[src/hw/rtl/mcc_pkg.sv]
// ----------------------------------------------------------------------------
// mcc_pkg
// Shared types and constants for the mouse card controller.
// ----------------------------------------------------------------------------
package mcc_pkg;

    localparam int BUFFER_DEPTH_DEF   = 8;
    localparam int POSITION_WIDTH_DEF = 16;
    localparam int HOST_WIDTH         = 12;

    localparam logic [7:0] HS_MASK     = 8'h3E;
    localparam logic [7:0] OP_MASK     = 8'hF0;
    localparam logic [7:0] EV_KEEP     = 8'h20;
    localparam logic [7:0] EV_MOVE     = 8'h22;
    localparam logic [7:0] EV_SRC_MASK = 8'h0E;
    localparam logic [7:0] PORT_B_RST  = 8'h40;
    localparam int         CLAMP_DEF   = 1023;

    typedef enum logic [2:0] {
        CMD_PORT_A  = 3'd0,
        CMD_PORT_B  = 3'd1,
        CMD_MOVE    = 3'd2,
        CMD_BUTTON  = 3'd3,
        CMD_VBLANK  = 3'd4
    } t_cmd;

    typedef enum logic [3:0] {
        OP_MODE   = 4'h0,
        OP_READ   = 4'h1,
        OP_SERVE  = 4'h2,
        OP_CLEAR  = 4'h3,
        OP_SETPOS = 4'h4,
        OP_INIT   = 4'h5,
        OP_CLAMP  = 4'h6,
        OP_HOME   = 4'h7,
        OP_TIMING = 4'h9,
        OP_NOP2   = 4'hA
    } t_op;

    typedef enum logic [2:0] {
        S_IDLE,
        S_EXEC,
        S_MUL,
        S_DIV,
        S_EVT,
        S_OUT
    } t_state;

    localparam logic CFG_RANGE_X = 1'b0;
    localparam logic CFG_RANGE_Y = 1'b1;

endpackage

[src/hw/rtl/mcc_div.sv]
// ----------------------------------------------------------------------------
// mcc_div
// Restoring divider, one quotient bit per cycle.
// ----------------------------------------------------------------------------
module mcc_div #(
    parameter int DW = 32,
    parameter int VW = 12
) (
    input  logic          i_clk,
    input  logic          i_rst_n,
    input  logic          i_start,
    input  logic [DW-1:0] i_dividend,
    input  logic [VW-1:0] i_divisor,
    output logic          o_done,
    output logic [DW-1:0] o_quotient
);
    localparam int CW = $clog2(DW + 1);

    logic          r_busy;
    logic [CW-1:0] r_cnt;
    logic [DW-1:0] r_quo;
    logic [VW-1:0] r_rem;
    logic [VW:0]   shifted;
    logic [VW:0]   diff;
    logic          ge;

    assign shifted    = {r_rem, r_quo[DW-1]};
    assign ge         = shifted >= {1'b0, i_divisor};
    assign diff       = shifted - {1'b0, i_divisor};
    assign o_done     = r_busy && (r_cnt == '0);
    assign o_quotient = r_quo;

    always_ff @(posedge i_clk) begin
        if (!i_rst_n) begin
            r_busy <= 1'b0;
            r_cnt  <= '0;
        end else if (i_start) begin
            r_busy <= 1'b1;
            r_cnt  <= CW'(DW);
        end else if (r_busy) begin
            if (r_cnt == '0) begin
                r_busy <= 1'b0;
            end else begin
                r_cnt <= r_cnt - 1'b1;
            end
        end
    end

    always_ff @(posedge i_clk) begin
        if (i_start) begin
            r_quo <= i_dividend;
            r_rem <= '0;
        end else if (r_busy && r_cnt != '0) begin
            r_rem <= ge ? diff[VW-1:0] : shifted[VW-1:0];
            r_quo <= {r_quo[DW-2:0], ge};
        end
    end

endmodule

[src/hw/rtl/mouse_card_controller_core.sv]
// ----------------------------------------------------------------------------
// mouse_card_controller_core
// Mouse card controller: port A/B command protocol, scaled pointer position,
// clamp window, mode and interrupt status.
// Port words and a vblank word without a rising edge go straight to the result;
// button and vblank-rise words pass through an event step first; with nonzero
// ranges, a pointer move and a set-position strobe each run two divisions
// (x, then y) on the shared divider, and a pointer move then takes the event step.
// One word at a time; stall is high from acceptance until the result is taken,
// and the next word can be taken in the cycle after that.
// Reset (synchronous, active low) loads all state but the captured input word
// to its power-up values.
// ----------------------------------------------------------------------------
module mouse_card_controller_core #(
    parameter int BUFFER_DEPTH   = mcc_pkg::BUFFER_DEPTH_DEF,
    parameter int POSITION_WIDTH = mcc_pkg::POSITION_WIDTH_DEF
) (
    input  logic        i_clk,
    input  logic        i_rst_n,
    input  logic        i_cfg_valid,
    output logic        o_cfg_ready,
    input  logic        i_cfg_index,
    input  logic [11:0] i_cfg_data,
    input  logic        i_valid,
    output logic        o_stall,
    input  logic [2:0]  i_command,
    input  logic [7:0]  i_data_byte,
    input  logic [11:0] i_host_x,
    input  logic [11:0] i_host_y,
    input  logic        i_button_index,
    input  logic        i_button_down,
    input  logic        i_vblank_level,
    output logic        o_valid,
    input  logic        i_stall,
    output logic [7:0]  o_port_a_out,
    output logic [7:0]  o_port_b_out,
    output logic [2:0]  o_rom_page,
    output logic        o_irq_line
);
    import mcc_pkg::*;

    localparam int PW  = POSITION_WIDTH;
    localparam int BIW = $clog2(BUFFER_DEPTH);
    localparam int BPW = $clog2(BUFFER_DEPTH + 1);
    localparam int DW  = 16 + PW;
    localparam logic [PW-1:0] POS_MAX = {PW{1'b1}};

    t_state r_state, n_state;
    logic [2:0]  r_cmd;
    logic [7:0]  r_data;
    logic [11:0] r_hx, r_hy;
    logic        r_bi, r_bd, r_vb;
    logic [11:0] r_range_x, r_range_y;

    logic [7:0]    r_cpu_byte, n_cpu_byte;
    logic [7:0]    r_port_b, n_port_b;
    logic [7:0]    r_reply, n_reply;
    logic [7:0]    r_buf [BUFFER_DEPTH];
    logic [7:0]    n_buf [BUFFER_DEPTH];
    logic [BPW-1:0] r_buf_pos, n_buf_pos;
    logic [2:0]    r_msg_len, n_msg_len;
    logic [3:0]    r_mode, n_mode;
    logic [7:0]    r_status, n_status;
    logic [PW-1:0] r_pos_x, n_pos_x, r_pos_y, n_pos_y;
    logic [15:0]   r_read_x, n_read_x, r_read_y, n_read_y;
    logic [PW-1:0] r_cmin_x, n_cmin_x, r_cmax_x, n_cmax_x;
    logic [PW-1:0] r_cmin_y, n_cmin_y, r_cmax_y, n_cmax_y;
    logic [1:0]    r_btn_now, n_btn_now, r_btn_seen, n_btn_seen;
    logic          r_vb_prev, n_vb_prev, r_irq, n_irq;
    logic          r_axis, n_axis, r_evt, n_evt;
    logic [15:0]   r_opx, n_opx, r_opy, n_opy;

    logic          div_start, div_done;
    logic [DW-1:0] div_dividend, div_quo;
    logic [11:0]   div_divisor;

    function automatic logic [PW-1:0] sat16(input logic [15:0] v);
        logic [15:0] lim;
        lim = 16'(POS_MAX);
        return (v > lim) ? POS_MAX : PW'(v);
    endfunction

    assign o_cfg_ready  = 1'b1;
    assign o_stall      = (r_state != S_IDLE);
    assign o_valid      = (r_state == S_OUT);
    assign o_port_a_out = r_reply;
    assign o_port_b_out = r_port_b;
    assign o_rom_page   = r_port_b[3:1];
    assign o_irq_line   = r_irq;

    assign div_divisor  = r_axis ? r_range_y : r_range_x;

    mcc_div #(.DW(DW), .VW(12)) u_div (
        .i_clk      (i_clk),
        .i_rst_n    (i_rst_n),
        .i_start    (div_start),
        .i_dividend (div_dividend),
        .i_divisor  (div_divisor),
        .o_done     (div_done),
        .o_quotient (div_quo)
    );

    always_ff @(posedge i_clk) begin
        if (!i_rst_n) begin
            r_range_x <= '0;
            r_range_y <= '0;
        end else if (i_cfg_valid) begin
            if (i_cfg_index == CFG_RANGE_X) begin
                r_range_x <= i_cfg_data;
            end else begin
                r_range_y <= i_cfg_data;
            end
        end
    end

    always_ff @(posedge i_clk) begin
        if (r_state == S_IDLE && i_valid) begin
            r_cmd  <= i_command;
            r_data <= i_data_byte;
            r_hx   <= i_host_x;
            r_hy   <= i_host_y;
            r_bi   <= i_button_index;
            r_bd   <= i_button_down;
            r_vb   <= i_vblank_level;
        end
    end

    always_ff @(posedge i_clk) begin
        if (!i_rst_n) begin
            r_state    <= S_IDLE;
            r_cpu_byte <= '0;
            r_port_b   <= PORT_B_RST;
            r_reply    <= '0;
            for (int i = 0; i < BUFFER_DEPTH; i++) r_buf[i] <= '0;
            r_buf_pos  <= '0;
            r_msg_len  <= 3'd1;
            r_mode     <= '0;
            r_status   <= '0;
            r_pos_x    <= '0;
            r_pos_y    <= '0;
            r_read_x   <= '0;
            r_read_y   <= '0;
            r_cmin_x   <= '0;
            r_cmax_x   <= PW'(CLAMP_DEF);
            r_cmin_y   <= '0;
            r_cmax_y   <= PW'(CLAMP_DEF);
            r_btn_now  <= '0;
            r_btn_seen <= '0;
            r_vb_prev  <= 1'b0;
            r_irq      <= 1'b0;
            r_axis     <= 1'b0;
            r_evt      <= 1'b0;
            r_opx      <= '0;
            r_opy      <= '0;
        end else begin
            r_state    <= n_state;
            r_cpu_byte <= n_cpu_byte;
            r_port_b   <= n_port_b;
            r_reply    <= n_reply;
            r_buf      <= n_buf;
            r_buf_pos  <= n_buf_pos;
            r_msg_len  <= n_msg_len;
            r_mode     <= n_mode;
            r_status   <= n_status;
            r_pos_x    <= n_pos_x;
            r_pos_y    <= n_pos_y;
            r_read_x   <= n_read_x;
            r_read_y   <= n_read_y;
            r_cmin_x   <= n_cmin_x;
            r_cmax_x   <= n_cmax_x;
            r_cmin_y   <= n_cmin_y;
            r_cmax_y   <= n_cmax_y;
            r_btn_now  <= n_btn_now;
            r_btn_seen <= n_btn_seen;
            r_vb_prev  <= n_vb_prev;
            r_irq      <= n_irq;
            r_axis     <= n_axis;
            r_evt      <= n_evt;
            r_opx      <= n_opx;
            r_opy      <= n_opy;
        end
    end

    always_comb begin
        logic [7:0]    diff;
        logic [7:0]    ev;
        logic [3:0]    op;
        logic [PW-1:0] lo, hi;
        logic          need_div;
        logic          zero_range;

        n_state    = r_state;
        n_cpu_byte = r_cpu_byte;
        n_port_b   = r_port_b;
        n_reply    = r_reply;
        n_buf      = r_buf;
        n_buf_pos  = r_buf_pos;
        n_msg_len  = r_msg_len;
        n_mode     = r_mode;
        n_status   = r_status;
        n_pos_x    = r_pos_x;
        n_pos_y    = r_pos_y;
        n_read_x   = r_read_x;
        n_read_y   = r_read_y;
        n_cmin_x   = r_cmin_x;
        n_cmax_x   = r_cmax_x;
        n_cmin_y   = r_cmin_y;
        n_cmax_y   = r_cmax_y;
        n_btn_now  = r_btn_now;
        n_btn_seen = r_btn_seen;
        n_vb_prev  = r_vb_prev;
        n_irq      = r_irq;
        n_axis     = r_axis;
        n_evt      = r_evt;
        n_opx      = r_opx;
        n_opy      = r_opy;
        div_start  = 1'b0;
        div_dividend = r_axis ? DW'(r_opy) * DW'(r_cmax_y) : DW'(r_opx) * DW'(r_cmax_x);
        diff       = '0;
        ev         = '0;
        op         = '0;
        lo         = '0;
        hi         = '0;
        need_div   = 1'b0;
        zero_range = (r_range_x == '0) || (r_range_y == '0);

        case (r_state)
            S_IDLE: begin
                if (i_valid) begin
                    n_state = S_EXEC;
                end
            end

            S_EXEC: begin
                n_state = S_OUT;
                n_axis  = 1'b0;
                n_evt   = 1'b0;
                case (r_cmd)
                    CMD_PORT_A: begin
                        n_cpu_byte = r_data;
                    end
                    CMD_PORT_B: begin
                        diff = (r_port_b ^ r_data) & HS_MASK;
                        if (diff != '0) begin
                            n_port_b = (r_port_b & ~HS_MASK) | (r_data & HS_MASK);
                            if (diff[5]) begin
                                if (r_data[5]) begin
                                    n_port_b[7] = 1'b1;
                                end else begin
                                    if (n_buf_pos < BPW'(BUFFER_DEPTH)) begin
                                        n_buf[n_buf_pos[BIW-1:0]] = r_cpu_byte;
                                    end
                                    n_buf_pos = n_buf_pos + 1'b1;
                                    // first byte in: decode the command
                                    if (n_buf_pos == BPW'(1)) begin
                                        op = n_buf[0][7:4];
                                        case (op)
                                            OP_MODE: begin
                                                n_msg_len = 3'd1;
                                                n_mode    = n_buf[0][3:0];
                                            end
                                            OP_READ: begin
                                                n_msg_len = 3'd6;
                                                n_status  = n_status & EV_KEEP;
                                                n_read_x  = 16'(n_pos_x);
                                                n_read_y  = 16'(n_pos_y);
                                                if (n_btn_seen[0]) n_status[6] = 1'b1;
                                                if (n_btn_seen[1]) n_status[0] = 1'b1;
                                                n_btn_seen = n_btn_now;
                                                if (n_btn_seen[0]) n_status[7] = 1'b1;
                                                if (n_btn_seen[1]) n_status[4] = 1'b1;
                                                n_buf[1] = n_read_x[7:0];
                                                n_buf[2] = n_read_x[15:8];
                                                n_buf[3] = n_read_y[7:0];
                                                n_buf[4] = n_read_y[15:8];
                                                n_buf[5] = n_status;
                                                n_status = n_status & ~EV_KEEP;
                                            end
                                            OP_SERVE: begin
                                                n_msg_len = 3'd2;
                                                n_buf[1]  = n_status & ~EV_KEEP;
                                                n_irq     = 1'b0;
                                            end
                                            OP_CLEAR: begin
                                                n_buf_pos  = '0;
                                                n_msg_len  = 3'd1;
                                                n_mode     = '0;
                                                n_status   = '0;
                                                n_read_x   = '0;
                                                n_read_y   = '0;
                                                n_btn_seen = '0;
                                                n_cmin_x   = '0;
                                                n_cmax_x   = PW'(CLAMP_DEF);
                                                n_cmin_y   = '0;
                                                n_cmax_y   = PW'(CLAMP_DEF);
                                                n_pos_x    = '0;
                                                n_pos_y    = '0;
                                            end
                                            OP_SETPOS, OP_CLAMP: begin
                                                n_msg_len = 3'd5;
                                            end
                                            OP_INIT: begin
                                                n_msg_len = 3'd3;
                                                n_buf[1]  = 8'hFF;
                                            end
                                            OP_TIMING: begin
                                                case (n_buf[0][3:2])
                                                    2'd1:    n_msg_len = 3'd3;
                                                    2'd2:    n_msg_len = 3'd2;
                                                    2'd3:    n_msg_len = 3'd4;
                                                    default: n_msg_len = 3'd1;
                                                endcase
                                            end
                                            OP_HOME: begin
                                                n_msg_len = 3'd1;
                                                if (zero_range) begin
                                                    n_pos_x  = n_cmin_x;
                                                    n_pos_y  = n_cmin_y;
                                                    n_read_x = 16'(n_cmin_x);
                                                    n_read_y = 16'(n_cmin_y);
                                                end else begin
                                                    n_pos_x = '0;
                                                    n_pos_y = '0;
                                                end
                                            end
                                            OP_NOP2: begin
                                                n_msg_len = 3'd2;
                                            end
                                            default: begin
                                                n_msg_len = 3'd1;
                                            end
                                        endcase
                                        n_reply = n_buf[1];
                                    end
                                    // last byte in: act on the command
                                    if (n_buf_pos == BPW'(n_msg_len) ||
                                        n_buf_pos > BPW'(BUFFER_DEPTH - 1)) begin
                                        op = n_buf[0][7:4];
                                        case (op)
                                            OP_CLAMP: begin
                                                lo = sat16({n_buf[3], n_buf[1]});
                                                hi = sat16({n_buf[4], n_buf[2]});
                                                if (lo <= hi) begin
                                                    if (n_buf[0][0]) begin
                                                        n_cmin_y = lo;
                                                        n_cmax_y = hi;
                                                        if (n_pos_y > hi) n_pos_y = hi;
                                                        else if (n_pos_y < lo) n_pos_y = lo;
                                                    end else begin
                                                        n_cmin_x = lo;
                                                        n_cmax_x = hi;
                                                        if (n_pos_x > hi) n_pos_x = hi;
                                                        else if (n_pos_x < lo) n_pos_x = lo;
                                                    end
                                                end
                                            end
                                            OP_SETPOS: begin
                                                n_read_x = {n_buf[2], n_buf[1]};
                                                n_read_y = {n_buf[4], n_buf[3]};
                                                if (zero_range) begin
                                                    n_pos_x  = n_cmin_x;
                                                    n_pos_y  = n_cmin_y;
                                                    n_read_x = 16'(n_cmin_x);
                                                    n_read_y = 16'(n_cmin_y);
                                                end else begin
                                                    n_opx    = n_read_x;
                                                    n_opy    = n_read_y;
                                                    need_div = 1'b1;
                                                end
                                            end
                                            OP_INIT: begin
                                                n_read_x = '0;
                                                n_read_y = '0;
                                                n_cmin_x = '0;
                                                n_cmax_x = PW'(CLAMP_DEF);
                                                n_cmin_y = '0;
                                                n_cmax_y = PW'(CLAMP_DEF);
                                                n_pos_x  = '0;
                                                n_pos_y  = '0;
                                            end
                                            default: begin
                                            end
                                        endcase
                                        n_buf_pos = '0;
                                    end
                                    n_port_b[7] = 1'b0;
                                end
                            end
                            if (diff[4]) begin
                                if (r_data[4]) begin
                                    n_port_b[6] = 1'b0;
                                end else begin
                                    if (n_buf_pos != '0) n_buf_pos = n_buf_pos + 1'b1;
                                    if (n_buf_pos == BPW'(n_msg_len) ||
                                        n_buf_pos > BPW'(BUFFER_DEPTH - 1)) begin
                                        n_buf_pos = '0;
                                    end else begin
                                        n_reply = n_buf[n_buf_pos[BIW-1:0]];
                                    end
                                    n_port_b[6] = 1'b1;
                                end
                            end
                        end
                        if (need_div) n_state = S_MUL;
                    end
                    CMD_MOVE: begin
                        if (zero_range) begin
                            n_pos_x  = r_cmin_x;
                            n_pos_y  = r_cmin_y;
                            n_read_x = 16'(r_cmin_x);
                            n_read_y = 16'(r_cmin_y);
                            n_state  = S_EVT;
                        end else begin
                            n_opx   = 16'(r_hx);
                            n_opy   = 16'(r_hy);
                            n_evt   = 1'b1;
                            n_state = S_MUL;
                        end
                    end
                    CMD_BUTTON: begin
                        n_btn_now[r_bi] = r_bd;
                        n_state = S_EVT;
                    end
                    CMD_VBLANK: begin
                        if (r_vb != r_vb_prev) begin
                            n_vb_prev = r_vb;
                            if (r_vb) n_state = S_EVT;
                        end
                    end
                    default: begin
                    end
                endcase
            end

            S_MUL: begin
                div_start = 1'b1;
                n_state   = S_DIV;
            end

            S_DIV: begin
                if (div_done) begin
                    if (r_axis) begin
                        n_pos_y = (|div_quo[DW-1:PW]) ? POS_MAX : div_quo[PW-1:0];
                        n_state = r_evt ? S_EVT : S_OUT;
                    end else begin
                        n_pos_x = (|div_quo[DW-1:PW]) ? POS_MAX : div_quo[PW-1:0];
                        n_axis  = 1'b1;
                        n_state = S_MUL;
                    end
                end
            end

            S_EVT: begin
                if (r_mode[0]) begin
                    if (r_read_x != 16'(r_pos_x) || r_read_y != 16'(r_pos_y)) ev = ev | EV_MOVE;
                    if (r_btn_seen != r_btn_now) ev[2] = 1'b1;
                    if (r_vb_prev) ev[3] = 1'b1;
                    ev = ev & ({4'h0, r_mode[3:1], 1'b0} | EV_KEEP);
                    if ((ev & EV_SRC_MASK) != '0) begin
                        n_status = r_status | ev;
                        n_irq    = 1'b1;
                    end
                end
                n_state = S_OUT;
            end

            S_OUT: begin
                if (!i_stall) n_state = S_IDLE;
            end

            default: begin
                n_state = S_IDLE;
            end
        endcase
    end

endmodule

[config.mk]
export PLATFORM = sky130hd
export DESIGN_NAME = mouse_card_controller_core
export DESIGN_NICKNAME = d
export VERILOG_FILES = /design/src/hw/rtl/mcc_pkg.sv /design/src/hw/rtl/mcc_div.sv /design/src/hw/rtl/mouse_card_controller_core.sv
export SDC_FILE = /design/constraint.sdc
export NUM_CORES = 2
export LEC_CHECK = 0
export ABC_AREA = 1
export CAP_MARGIN = 20
export CORE_UTILIZATION = 28
export DETAILED_ROUTE_END_ITERATION = 10
export DONT_BUFFER_PORTS = 1
export PLACE_DENSITY = 0.41
export SLEW_MARGIN = 10
export SYNTH_ARGS = -nofsm -noshare
export SYNTH_HDL_FRONTEND = slang
export SYNTH_HIERARCHICAL = 1
export SYNTH_SLANG_ARGS = --single-unit
[constraint.sdc]
create_clock -name i_clk -period 11.03 [get_ports i_clk]
set_input_delay 0.5515 -clock i_clk [delete_from_list [all_inputs] [get_ports i_clk]]
set_output_delay 0.5515 -clock i_clk [all_outputs]
set_load 0.05 [all_outputs]
==> impl_metrics.py <==
metrics = {
    "status": {
        "status": "finished clean",
    },
    "cts": {
        "cts_max_level": 2,
        "postCtsResizedCells": 0,
        "cts_root_buffer": "clkbuf_16",
        "cts_hold_buf": 43,
        "clock_latency_ns": 0.71,
        "path_clk_slew_ns": 0.07,
        "cts_buffer_depth": 3,
        "cts_setup_buffers": 0,
        "cts.sinks": 390,
        "tritoncts": "built",
        "cts_inserted_buffers": 54,
    },
    "timing": {
        "fin_hold_ws_ns": 0.0394,
        "slew_headroom_pct": 26.9,
        "min_period_over_period_pct": 67.6,
        "worstMarginPinSlew_ns": 1.10,
        "setup_viol": 0,
        "fin_setup_tns_ns": 0,
        "skew_ns": 0.0649,
        "slew_violations": 0,
        "grt_setup_unrepaired": "false",
        "min_period_ns": 7.46,
        "hold_viol": 0,
        "timing.fmax_mhz": 134,
    },
    "logic_synthesis": {
        "synth_compound_gate_area_share_pct": 17.7,
        "synth_area_mm2": 0.0449,
        "yosys.cell_count.top_type": "nand2_1",
        "muxShareOfSynthArea_pct": 0.0892,
        "synthXorXnorAreaFrac_pct": 0.858,
        "synth_top_family_by_area": "adder cells",
        "synthSimpleGateAreaFrac_pct": 22.8,
        "synth_fa_ha_area_share_pct": 26.0,
        "synthTopCellsByCount": "1609 x nand2_1, 1167 x inv_1, 582 x o21ai_0",
        "syn_avg_cell_area_um2": 6.80,
        "yosysTopAreaCell": "fa_1",
        "synth_edf_count": 70,
        "synth_cells": 6606,
        "synth_flop_cell": "dfxtp_1",
        "synth.distinct_cells": 67,
        "async_flop_share_pct": 0,
        "seq_area_frac_synth_pct": 18.9,
        "syn_nets": 7361,
        "yosys_warnings": 6,
        "yosysTopAreaCellShare_pct": 17.3,
        "yosys-top-cells-area": "fa_1 17%, dfxtp_1 14%, nand2_1 13%",
        "yosys_register_bits": 390,
    },
    "final_layout": {
        "layout-drive-gt1-share_pct": 5.03,
        "areaGrowthSynthToFinish_pct": 9.42,
        "nFillCells": 17400,
        "nets": 7174,
    },
    "setup_path": {
        "critical_path.max_fanout": 17,
        "timing.rr.end": "u_div/o_quotient[27]$_DFFE_PP_",
        "path_class": "reg -> reg",
        "rr_startpoint": "r_opx[10]$_SDFFE_PN0P_",
        "cp_data_required_time_ns": 11.44,
        "arrival_ns": 7.87,
        "critPathLaunch": "r_opx[10]$_SDFFE_PN0P_",
        "critPathCaptureType": "flop",
        "start_kind": "flop",
        "rrSetupSlack_ns": 3.57,
        "reg2reg_depth": 22,
    },
    "placement": {
        "gp_congestion": 0.947,
        "dp_hpwl_um": 142000,
        "place.port_buffers": 0,
    },
    "power_and_ir_drop": {
        "power_switching_uw": 5360,
        "p_int_uw": 4540,
        "irDropWorstVdd_v": 0.000146,
        "netSwitchingFraction_pct": 54.2,
        "p_leak_uw": 0.0240,
        "powerDensity_mw_per_mm2": 202,
        "p_clk_share_pct": 19.6,
        "p_seq_share_pct": 19.2,
        "comb_power_share_pct": 61.2,
    },
    "drt": {
        "num_vias": 43400,
        "wl_um": 192000,
        "final_antenna_net_count": 0,
        "drc": 0,
        "drtIter0Drc": 3681,
        "wl_per_cell_um": 22.4,
        "firstDrtPassIters": 5,
        "vias_per_cell": 5.08,
    },
    "die": {
        "core_mm2": 0.159,
        "die_h_um": 402,
        "start_util_pct": 28.3,
        "io-pin-count": 79,
        "fp.dieArea_mm2": 0.162,
        "row_count": 146,
        "die_width_um": 402,
    },
    "hold_path": {
        "min_from": "i_cfg_data[7]",
        "hold_end": "r_range_x[7]$_SDFFE_PN0P_",
        "hold_path.class": "in -> reg",
        "whs_path_depth": 2,
    },
    "grt": {
        "grt_max_degree": 193,
        "grt.total_usage_pct": 23.3,
        "grt_first_pass_wirelength_um": 285000,
        "grt_pass1_vias": 42600,
        "grt_overflow_total": 0,
        "antenna_found_initial": 5,
    },
    "flow_run": {
        "cap_viol_max_count": 0,
    },
}
-- worst max-delay path by stage --
| stage | endpoint |
|---|---|
| after floorplan | u_div/o_quotient[29]$_DFFE_PP_ |
| after global placement | u_div/o_quotient[27]$_DFFE_PP_ |
| after detailed placement | u_div/o_quotient[27]$_DFFE_PP_ |
| after CTS | u_div/o_quotient[27]$_DFFE_PP_ |
| after global routing | u_div/o_quotient[27]$_DFFE_PP_ |
| final | u_div/o_quotient[27]$_DFFE_PP_ |
-- state kept, by name, indices dropped and copies added, names as in the netlist, 12 cells and up --
| name | cells |
|---|---|
| r_opx | 16 |
| r_cmax_x | 16 |
| r_pos_x | 16 |
| u_div/r_rem | 12 |
| r_cmin_y | 16 |
| r_cmax_y | 16 |
| r_pos_y | 16 |
| r_buf | 64 |
| r_read_x | 16 |
| u_div/o_quotient | 32 |
| r_range_y | 12 |
| r_opy | 16 |
| r_cmin_x | 16 |
| r_range_x | 12 |
| r_hy | 12 |
| r_hx | 12 |
| r_read_y | 16 |
-- logic make-up after synthesis --
kind of cell,Yosys count
muxes,4
buffers and inverters,1593
xor gates and xnor gates,44
AOI/OAI and AO/OA,1420
adders and majority gates,699
and+or+nand+nor,2454
other,2
DFF,390
-- layer usage --
metal | track usage (%) | vias to the layer above | share of wire, % | wire length (um)
li1 | - | 20600 | - | -
met1 | 30.7 | 21000 | 44 | 84500
met5 | 0 | - | 0.011 | 22
met2 | 38.2 | 1419 | 46 | 87300
met4 | 8.83 | 4 | 4.2 | 8030
met3 | 3.73 | 323 | 6.1 | 11700
-- worst max-delay path, cell delays in order, from the launching register on --
cell	delay [ns]
dfxtp_1	1.05
nand2_1	0.19
fa_1	0.58
fa_1	0.48
fa_1	0.54
inv_1	0.05
fa_1	0.50
fa_1	0.50
inv_1	0.05
fa_1	0.48
inv_1	0.04
ha_1	0.33
a21oi_1	0.13
a21boi_0	0.33
o21ai_0	0.20
a21boi_0	0.42
o21ai_0	0.22
a21oi_1	0.26
o21ai_0	0.21
o21ai_0	0.33
o21ai_0	0.15
nand2_1	0.09
nand2_1	0.05
-- per-stage QoR --
step	std cells	cell area (um2)	util, %	total power, uW	setup WS, ns
5_1_grt	8535	49100	30.9	10600	3.02
3_3_place_gp	8390	46800	29.5	7910	3.53
6_report	8536	49100	30.9	9900	3.57
2_1_floorplan	6606	44900	-	5750	4.69
3_5_place_dp	8391	46800	29.5	7890	3.52
4_1_cts	8534	49100	30.9	9890	3.46
-- layout make-up --
| cell class | count | area [um2] | share of cell area (%) |
|---|---|---|---|
| Inverter | 1197 | 4500 | 9.16 |
| Clock buffer | 67 | 1450 | 2.95 |
| Sequential cell | 390 | 8510 | 17.3 |
| Timing Repair Buffer | 153 | 1270 | 2.59 |
| Tap cell | 2072 | 2590 | 5.28 |
| Multi-Input combinational cell | 4623 | 30300 | 61.8 |
| Clock inverter | 33 | 454 | 0.924 |
| Antenna cell | 1 | 2.50 | 0.00509 |
-- cell usage in the layout (no fill, tap or decap), types with 13 or more instances in the layout --
| cell type | netlist | routed |
|---|---|---|
| o22ai_1 | 45 | 45 |
| nand2_1 | 1609 | 1605 |
| o21ai_0 | 582 | 579 |
| nand2_4 | 19 | 19 |
| xnor2_1 | 39 | 39 |
| clkbuf_16 | 0 | 54 |
| a221oi_1 | 19 | 19 |
| o211a_1 | 13 | 13 |
| dlygate4sd3_1 | 0 | 43 |
| o211ai_1 | 74 | 74 |
| nand4_1 | 39 | 39 |
| nor2_1 | 375 | 365 |
| nor3_1 | 32 | 28 |
| clkinv_1 | 10 | 18 |
| edfxtp_1 | 70 | 70 |
| o221ai_1 | 16 | 16 |
| a211oi_1 | 23 | 23 |
| buf_4 | 7 | 108 |
| ha_1 | 310 | 310 |
| a31oi_1 | 49 | 49 |
| dfxtp_1 | 320 | 319 |
| nand3_1 | 302 | 302 |
| inv_2 | 18 | 20 |
| o21ai_1 | 29 | 30 |
| inv_1 | 1167 | 1163 |
| a21oi_1 | 491 | 491 |
| nand2_2 | 15 | 19 |
| fa_1 | 389 | 389 |
-- power by group through the flow --
stage / registers (uW) / clock network (uW) / logic, uW
after floorplan: 1770 / 0 / 3980
after global placement: 1930 / 0 / 5980
after detailed placement: 1920 / 0 / 5970
after CTS: 1900 / 1990 / 6010
after global routing: 1920 / 2030 / 6630
final: 1900 / 1940 / 6060
(Power assumes the default switching activity.)
